`src/sv/ste_pkg.sv`:
```
`timescale 1ns / 1ps
// ----------------------------------------------------------------------------
// ste_pkg: shared types and constants of the sorted triple adjacency encoder
// Word width, output slot codes and the queue entry that links the front
// classifier to the back serializer.
// ----------------------------------------------------------------------------
package ste_pkg;

	localparam int WORD_W = 32;
	localparam int SLOT_N = 6;

	// Slot positions of the fixed word template of one triple:
	// Y 0, Z 0, Y predicate, Z object, Y 0, Z 0
	localparam int SLOT_YSEP_HEAD = 0;
	localparam int SLOT_ZSEP_HEAD = 1;
	localparam int SLOT_PRED      = 2;
	localparam int SLOT_OBJ       = 3;
	localparam int SLOT_YSEP_TAIL = 4;
	localparam int SLOT_ZSEP_TAIL = 5;

	typedef logic [SLOT_N-1:0] slot_mask_t;

	// Slots that go to the Z object stream
	localparam slot_mask_t Z_SLOTS = 6'b101010;

	localparam logic STREAM_Y = 1'b0;
	localparam logic STREAM_Z = 1'b1;

	// One classified triple waiting for serialization
	typedef struct packed {
		slot_mask_t        mask;
		logic [WORD_W-1:0] pred;
		logic [WORD_W-1:0] obj;
		logic [WORD_W-1:0] count;
	} ste_entry_t;

endpackage

```
`src/sv/ste_front.sv`:
```
`timescale 1ns / 1ps
// ----------------------------------------------------------------------------
// ste_front: triple classifier
// Accepts one triple a cycle while the queue is not full, compares it with
// the last kept triple, picks the words it causes as a slot mask, keeps the
// distinct count and pushes the result into the queue.
// ----------------------------------------------------------------------------
module ste_front #(
	parameter int ID_BITS = 32
) (
	input  logic                          clk,
	input  logic                          arst_n,
	input  logic                          triple_valid,
	output logic                          triple_stall,
	input  logic [ste_pkg::WORD_W-1:0]    subject_id,
	input  logic [ste_pkg::WORD_W-1:0]    predicate_id,
	input  logic [ste_pkg::WORD_W-1:0]    object_id,
	input  logic                          last_triple,
	output logic                          push,
	output ste_pkg::ste_entry_t           push_entry,
	input  logic                          full
);
	import ste_pkg::*;

	localparam int IdW = (ID_BITS < WORD_W) ? ID_BITS : WORD_W;

	logic [IdW-1:0]    subj, pred, obj;
	logic [IdW-1:0]    prev_subj_q, prev_pred_q, prev_obj_q;
	logic [IdW-1:0]    subj_nxt, pred_nxt, obj_nxt;
	logic              started_q;
	logic [WORD_W-1:0] total_q, total_nxt;
	logic              count_inc;
	slot_mask_t        mask;
	logic              accept;

	// Keep only the low ID bits
	assign subj = subject_id[IdW-1:0];
	assign pred = predicate_id[IdW-1:0];
	assign obj  = object_id[IdW-1:0];

	assign accept       = triple_valid && !full;
	assign triple_stall = full;

	// Classify the beat against the last kept triple
	always_comb begin
		mask      = '0;
		count_inc = 1'b0;
		subj_nxt  = prev_subj_q;
		pred_nxt  = prev_pred_q;
		obj_nxt   = prev_obj_q;
		if (!started_q) begin
			// first triple of a stream: cleared object means zero object is a repeat
			mask[SLOT_PRED] = 1'b1;
			mask[SLOT_OBJ]  = (obj != '0);
			count_inc       = (obj != '0);
			subj_nxt        = subj;
			pred_nxt        = pred;
			obj_nxt         = obj;
		end else if (subj == prev_subj_q && pred == prev_pred_q) begin
			if (obj != prev_obj_q) begin
				mask[SLOT_OBJ] = 1'b1;
				count_inc      = 1'b1;
				obj_nxt        = obj;
			end
		end else if (subj == prev_subj_q) begin
			mask[SLOT_ZSEP_HEAD] = 1'b1;
			mask[SLOT_PRED]      = 1'b1;
			mask[SLOT_OBJ]       = 1'b1;
			count_inc            = 1'b1;
			pred_nxt             = pred;
			obj_nxt              = obj;
		end else begin
			mask[SLOT_YSEP_HEAD] = 1'b1;
			mask[SLOT_ZSEP_HEAD] = 1'b1;
			mask[SLOT_PRED]      = 1'b1;
			mask[SLOT_OBJ]       = 1'b1;
			count_inc            = 1'b1;
			subj_nxt             = subj;
			pred_nxt             = pred;
			obj_nxt              = obj;
		end
		if (last_triple) begin
			mask[SLOT_YSEP_TAIL] = 1'b1;
			mask[SLOT_ZSEP_TAIL] = 1'b1;
		end
	end

	// Saturating distinct count
	assign total_nxt = (count_inc && total_q != '1) ? total_q + 1'b1 : total_q;

	// Build the queue entry; drop beats that cause no word
	assign push             = accept && (mask != '0);
	assign push_entry.mask  = mask;
	assign push_entry.pred  = WORD_W'(pred);
	assign push_entry.obj   = WORD_W'(obj);
	assign push_entry.count = total_nxt;

	// Hold the last kept triple; clear it after the closing triple
	always_ff @(posedge clk or negedge arst_n) begin
		if (!arst_n) begin
			prev_subj_q <= '0;
			prev_pred_q <= '0;
			prev_obj_q  <= '0;
			started_q   <= 1'b0;
			total_q     <= '0;
		end else if (accept) begin
			if (last_triple) begin
				prev_subj_q <= '0;
				prev_pred_q <= '0;
				prev_obj_q  <= '0;
				started_q   <= 1'b0;
				total_q     <= '0;
			end else begin
				prev_subj_q <= subj_nxt;
				prev_pred_q <= pred_nxt;
				prev_obj_q  <= obj_nxt;
				started_q   <= 1'b1;
				total_q     <= total_nxt;
			end
		end
	end

endmodule

```
`src/sv/ste_queue.sv`:
```
`timescale 1ns / 1ps
// ----------------------------------------------------------------------------
// ste_queue: classified triple queue
// Small register queue that decouples the classifier from the serializer.
// ----------------------------------------------------------------------------
module ste_queue #(
	parameter int DEPTH = 4
) (
	input  logic                clk,
	input  logic                arst_n,
	input  logic                push,
	input  ste_pkg::ste_entry_t push_entry,
	output logic                full,
	input  logic                pop,
	output ste_pkg::ste_entry_t head,
	output logic                empty
);
	import ste_pkg::*;

	localparam int PtrW = $clog2(DEPTH);
	localparam int CntW = $clog2(DEPTH + 1);

	ste_entry_t      entries_q [DEPTH];
	logic [PtrW-1:0] wr_ptr_q, rd_ptr_q;
	logic [CntW-1:0] count_q;
	logic            do_push, do_pop;

	assign full    = (count_q == CntW'(DEPTH));
	assign empty   = (count_q == '0);
	assign do_push = push && !full;
	assign do_pop  = pop && !empty;
	assign head    = entries_q[rd_ptr_q];

	// Write the entry at the tail
	always_ff @(posedge clk) begin
		if (do_push) begin
			entries_q[wr_ptr_q] <= push_entry;
		end
	end

	// Advance pointers and occupancy
	always_ff @(posedge clk or negedge arst_n) begin
		if (!arst_n) begin
			wr_ptr_q <= '0;
			rd_ptr_q <= '0;
			count_q  <= '0;
		end else begin
			if (do_push) begin
				wr_ptr_q <= (wr_ptr_q == PtrW'(DEPTH - 1)) ? '0 : wr_ptr_q + 1'b1;
			end
			if (do_pop) begin
				rd_ptr_q <= (rd_ptr_q == PtrW'(DEPTH - 1)) ? '0 : rd_ptr_q + 1'b1;
			end
			if (do_push && !do_pop) begin
				count_q <= count_q + 1'b1;
			end else if (do_pop && !do_push) begin
				count_q <= count_q - 1'b1;
			end
		end
	end

endmodule

```
`src/sv/ste_back.sv`:
```
`timescale 1ns / 1ps
// ----------------------------------------------------------------------------
// ste_back: word serializer
// Walks the slot mask of the head entry lowest slot first and sends one word
// a beat through an output register while word_stall is low.
// ----------------------------------------------------------------------------
module ste_back (
	input  logic                       clk,
	input  logic                       arst_n,
	input  ste_pkg::ste_entry_t        head,
	input  logic                       empty,
	output logic                       pop,
	output logic                       word_valid,
	input  logic                       word_stall,
	output logic                       stream_select,
	output logic [ste_pkg::WORD_W-1:0] word,
	output logic                       last_word,
	output logic [ste_pkg::WORD_W-1:0] distinct_count
);
	import ste_pkg::*;

	slot_mask_t        done_q;
	slot_mask_t        remaining, pick, rest;
	logic              load;
	logic              word_valid_q;
	logic              stream_select_q;
	logic [WORD_W-1:0] word_q;
	logic              last_word_q;
	logic [WORD_W-1:0] count_q;

	// Pick the lowest slot not yet sent
	assign remaining = head.mask & ~done_q;
	assign pick      = remaining & (~remaining + 1'b1);
	assign rest      = remaining & ~pick;
	assign load      = !empty && (!word_valid_q || !word_stall);
	assign pop       = load && (rest == '0);

	// Track sent slots of the head entry
	always_ff @(posedge clk or negedge arst_n) begin
		if (!arst_n) begin
			done_q <= '0;
		end else if (load) begin
			done_q <= (rest == '0) ? '0 : (done_q | pick);
		end
	end

	// Output register valid
	always_ff @(posedge clk or negedge arst_n) begin
		if (!arst_n) begin
			word_valid_q <= 1'b0;
		end else if (!word_valid_q || !word_stall) begin
			word_valid_q <= !empty;
		end
	end

	// Output register payload
	always_ff @(posedge clk) begin
		if (load) begin
			stream_select_q <= (|(pick & Z_SLOTS)) ? STREAM_Z : STREAM_Y;
			word_q          <= pick[SLOT_PRED] ? head.pred :
			                   pick[SLOT_OBJ]  ? head.obj  : '0;
			last_word_q     <= (rest == '0);
			count_q         <= head.count;
		end
	end

	assign word_valid     = word_valid_q;
	assign stream_select  = stream_select_q;
	assign word           = word_q;
	assign last_word      = last_word_q;
	assign distinct_count = count_q;

endmodule

```
`src/sv/sorted_triple_adjacency_encoder.sv`:
```
`timescale 1ns / 1ps
// ----------------------------------------------------------------------------
// sorted_triple_adjacency_encoder: sorted triples to Y/Z adjacency words
// Encodes sorted (subject, predicate, object) triples as a predicate stream
// and an object stream with 0 as list separator.
// ----------------------------------------------------------------------------
// Usage:
//   Triples enter on triple_valid/triple_stall, one beat per triple; mark the
//   final triple with last_triple to get the closing separators and restart
//   the stream. Words leave on word_valid/word_stall, one word a beat, with
//   stream_select naming the stream, last_word on the final word of a triple
//   and distinct_count the running number of distinct triples.
//   A triple is classified in the beat it is accepted and queued; its first
//   word reaches the output register from the queue. The front takes one
//   triple a cycle while the queue has room; the output register sends one
//   word a cycle while word_stall is low. Repeats cause no word unless they
//   close the stream. The serializer output register sets the sustained rate.
//   Reset clears the kept triple, the count and the queue. While word_stall
//   is high the output beat holds and the queue fills; with QUEUE_DEPTH
//   entries waiting triple_stall rises.
// ----------------------------------------------------------------------------
module sorted_triple_adjacency_encoder #(
	parameter int ID_BITS     = 32,
	parameter int QUEUE_DEPTH = 4
) (
	input  logic                       clk,
	input  logic                       arst_n,
	input  logic                       triple_valid,
	output logic                       triple_stall,
	input  logic [ste_pkg::WORD_W-1:0] subject_id,
	input  logic [ste_pkg::WORD_W-1:0] predicate_id,
	input  logic [ste_pkg::WORD_W-1:0] object_id,
	input  logic                       last_triple,
	output logic                       word_valid,
	input  logic                       word_stall,
	output logic                       stream_select,
	output logic [ste_pkg::WORD_W-1:0] word,
	output logic                       last_word,
	output logic [ste_pkg::WORD_W-1:0] distinct_count
);
	import ste_pkg::*;

	ste_entry_t push_entry, head;
	logic       push, full, pop, empty;

	// Classify triples
	ste_front #(
		.ID_BITS (ID_BITS)
	) u_front (
		.clk          (clk),
		.arst_n       (arst_n),
		.triple_valid (triple_valid),
		.triple_stall (triple_stall),
		.subject_id   (subject_id),
		.predicate_id (predicate_id),
		.object_id    (object_id),
		.last_triple  (last_triple),
		.push         (push),
		.push_entry   (push_entry),
		.full         (full)
	);

	// Decouple front and back
	ste_queue #(
		.DEPTH (QUEUE_DEPTH)
	) u_queue (
		.clk        (clk),
		.arst_n     (arst_n),
		.push       (push),
		.push_entry (push_entry),
		.full       (full),
		.pop        (pop),
		.head       (head),
		.empty      (empty)
	);

	// Serialize words
	ste_back u_back (
		.clk            (clk),
		.arst_n         (arst_n),
		.head           (head),
		.empty          (empty),
		.pop            (pop),
		.word_valid     (word_valid),
		.word_stall     (word_stall),
		.stream_select  (stream_select),
		.word           (word),
		.last_word      (last_word),
		.distinct_count (distinct_count)
	);

endmodule

```
`config.mk`:
```
export PLATFORM = sky130hd
export DESIGN_NAME = sorted_triple_adjacency_encoder
export DESIGN_NICKNAME = d
export VERILOG_FILES = /design/src/sv/ste_pkg.sv /design/src/sv/ste_front.sv /design/src/sv/ste_queue.sv /design/src/sv/ste_back.sv /design/src/sv/sorted_triple_adjacency_encoder.sv
export SDC_FILE = /design/constraint.sdc
export NUM_CORES = 1
export LEC_CHECK = 0
export ABC_AREA = 1
export ABC_CLOCK_PERIOD_IN_PS = 6100
export BUFFER_PORTS_ARGS = -buffer_cell sky130_fd_sc_hd__buf_2
export CORE_MARGIN = 2
export CORE_UTILIZATION = 40
export CTS_BUF_LIST = sky130_fd_sc_hd__clkbuf_16
export DETAILED_ROUTE_END_ITERATION = 8
export SLEW_MARGIN = 5
export SYNTH_ARGS = -nofsm -noshare
export SYNTH_HDL_FRONTEND = slang
export SYNTH_SLANG_ARGS = --single-unit
```
`constraint.sdc`:
```
create_clock -name clk -period 6.1 [get_ports clk]
set_input_delay 1.83 -clock clk [delete_from_list [all_inputs] [get_ports clk]]
set_output_delay 1.83 -clock clk [all_outputs]
set_load 0.01 [all_outputs]
```
==> metrics.cfg <==
[placement]
io_buffers = 168
place.gp.congestion = 0.864
place_area_sq_mm = 0.0277
dp_slack_ns = 1.40
dp_hpwl_microns = 40100

[clock_tree]
clk_latency_ns = 0.60
clock_path_buffers = 3
clk_root_buffer_cell = clkbuf_16
cts_buffers = 68
cts_hold_buffers = 0
clock-sinks = 613
path_clk_slew_ns = 0.06
post_cts_resized = 0
htree_levels = 3
cts_tree = built
cts_setup_buffers = 0

[grt]
grt_pass1_vias = 17800
antenna_found_initial = 4
gr-total-overflow = 0
grt_usage_pct = 20.0
grt_pass1_wl_microns = 103000
grt_max_degree = 131

[critical_path]
crit_fanout = 34
worstPathRequired_ns = 6.55
path_class = in2reg
cp_common_cell = nand2_1
endpoint_kind = flip-flop
crit_buf_inv = 4
max_stage_delay_ns = 0.66
critical_path.slowest_cell = nand3_2
start_kind = input pin
critical_path.top_delay_family = simple AND/OR/NAND/NOR gates
cp.arrival_ns = 4.55
cp_cell_sequence = buf_2 > inv_1 > or2_2 > nand3_1 > nor2_1 > nand2_1 > nor2_1 > nand2_1 > nor2_4 > nand2_2 > buf_4 > nand3_2 > nand2_1 > nand2_1 > inv_1

[route]
drtIter0Drc = 1422
dr.pass1.iters = 7
via_per_inst = 5.26
drc = 0
wl_per_cell_microns = 19.8
postRouteAntennaNets = 0
vias = 17800
drt-total-wl_microns = 67200

[synthesis]
synth_area_sq_mm = 0.0260
synth_cell_type_count = 42
ys_seq_area_share_pct = 68.0
syn_inst = 2325
synth-edff-count = 470
synth_seq_cells = 613
synth_area_leaders = edfxtp_1 (54%), dfrtp_1 (14%), nand2_1 (9.3%)
ys.flop_type = edfxtp_1
syn_avg_cell_area_sq_um = 11.2
yosysTopAreaCellShare_pct = 54.3
syn_nets = 2434
yosysWarnings = 0
ys_async_sr_fraction_pct = 23.3
synth.most_common_cell = nand2_1
yosysTopAreaCell = edfxtp_1
synth_commonest_cells = nand2_1 (646), edfxtp_1 (470), nor2_1 (153), inv_1 (145), dfrtp_1 (143)

[sta]
hold_viol = 0
rsz0062_at_grt = false
setup_viol = 0
worst_clock_skew_ns = 0.0295
period_minus_slack_ns = 4.10
worst_pin_slew_ns = 1.14
drv_slew = 0
slew-limit-headroom_pct = 24.0
finalWorstSetupSlack_ns = 2.00
clock.fmax_ghz = 0.244
fin_crit_sh_pct = 67.2

[outcome]
status = completed

[pwr]
powerDensity_mw_per_mm2 = 465
p_switching_mw = 4.67
p_leak_nw = 11.9
clkPwrFrac_pct = 29.4
seq_power_share_pct = 44.0
p_int_mw = 9.26
switching_share_pct = 33.5
p_total_mw = 13.9
ir_drop_uv = 342
combPwrFrac_pct = 26.6

[worst_hold_path]
min_path_type = reg2reg

[final_layout]
layout-drive-gt1-share_pct = 13.3
fill_cells = 5811
final_area_sq_mm = 0.0300
area_growth_pct = 15.2
final_nets = 2579

[floorplanning]
start_util_pct = 40.4
num_rows = 93
pin_count = 169
die_x_microns = 259
die_h_microns = 259
fp.dieArea_sq_mm = 0.0671
core_area_sq_mm = 0.0643

[job]
cap_viol_max_count = 0

cells in the final DEF, fill, tap and decap left out, types with 8 or more instances in the layout:
cell	count
a21oi_1	99
a221o_1	32
a32o_1	32
buf_2	167
buf_4	17
bufinv_16	8
clkbuf_16	70
clkinv_1	16
dfrtp_1	141
edfxtp_1	470
inv_1	158
inv_2	10
nand2_1	645
nand3_1	90
nand4_1	46
nor2_1	148
nor3_1	16
nor4_1	10
o21ai_0	110
o21ai_1	8
o21ai_2	8
o22ai_1	43
o32ai_1	8
xnor2_1	65
xor2_1	35
worst paths after layout:
| kind | start | end | slack, ns | cells past startpoint |
|---|---|---|---|---|
| max | predicate_id[10] | u_queue.entries_q[0][21]$_DFFE_PP_ | 2.00 | 15 |
| min | u_front.total_q[31]$_DFFE_PN0P_ | u_front.total_q[31]$_DFFE_PN0P_ | 0.48 | 2 |
| max reg2reg | u_queue.rd_ptr_q[0]$_DFFE_PN0P_ | u_back.word[20]$_DFFE_PP_ | 2.18 | 9 |
| min reg2reg | u_front.total_q[31]$_DFFE_PN0P_ | u_front.total_q[31]$_DFFE_PN0P_ | 0.48 | 2 |
| max in group asynchronous | arst_n | u_front.prev_obj_q[21]$_DFFE_PN0P_ | 3.88 | 2 |
| min in group asynchronous | arst_n | u_front.total_q[16]$_DFFE_PN0P_ | 1.22 | 1 |
state kept, by name, summed over array words and instances, names as in the netlist:
signal                 count
u_back.distinct_count     32
u_back.done_q              6
u_back.last_word           1
u_back.stream_select       1
u_back.word               32
u_back.word_valid          1
u_front.prev_obj_q        32
u_front.prev_pred_q       32
u_front.prev_subj_q       32
u_front.started_q          1
u_front.total_q           32
u_queue.count_q            3
u_queue.entries_q        404
u_queue.rd_ptr_q           2
u_queue.wr_ptr_q           2
final cells by class:
| type | count | area [sq um] | area share [%] |
|---|---|---|---|
| diodes | 3 | 7.51 | 0.0251 |
| repair buffers | 190 | 1070 | 3.59 |
| multi-input cells | 1441 | 7280 | 24.3 |
| well taps | 855 | 1070 | 3.57 |
| clock buffers | 70 | 1750 | 5.85 |
| inverters | 156 | 594 | 1.98 |
| flip-flops and latches | 613 | 17700 | 59.1 |
| clock inverters | 56 | 488 | 1.63 |
worst register-to-register path: stages (launching register included):
cell and delay (ns):
dfrtp_4 0.77, buf_4 0.85, o21ai_0 0.19, o21ai_0 0.26, nand2_1 0.16, nand2_2 0.14
inv_1 0.06, nand2_2 0.65, a221o_1 0.38, o21ai_0 0.15
power by group through the flow:
stage	Sequential, mW	Combinational (mW)	Clock (mW)
after floorplan	6.23	2.31	0
after global placement	6.18	3.69	0
after detailed placement	6.20	3.77	0
after CTS	6.13	3.78	4.17
after global routing	6.22	4.11	4.33
final	6.13	3.71	4.09
through the flow:
| stage | TNS, ns | std cells | utilization, % | hold slack (ns) |
|---|---|---|---|---|
| floorplan | -591.26 | 2325 | - | 0.449 |
| global placement | 0 | 3255 | 43.1 | 0.463 |
| detailed placement | 0 | 3255 | 43.1 | 0.466 |
| CTS | 0 | 3381 | 46.6 | 0.482 |
| global route | 0 | 3384 | 46.6 | 0.504 |
| finish | 0 | 3384 | 46.6 | 0.480 |
kinds of logic (layout without fill, tap and decap cells):
logic type	Yosys count	count (layout)	share of synthesized area (%)
simple gates	986	986	15.6
other cells	0	3	0
flops	613	613	68.0
mux	1	1	0.0433
compound gates	346	346	8.37
xor+xnor	100	100	3.37
buf+inv	271	472	4.16
fa+ha+maj	8	8	0.414
layer usage:
metal	part of all wire (%)	wire length, microns	track usage, %
met5	0.019	13	0
met4	3.2	2120	7.45
met3	4.7	3130	3.09
met2	51	34200	34.8
met1	41	27700	25.1
No activity file was read; power rests on OpenSTA's default activity.
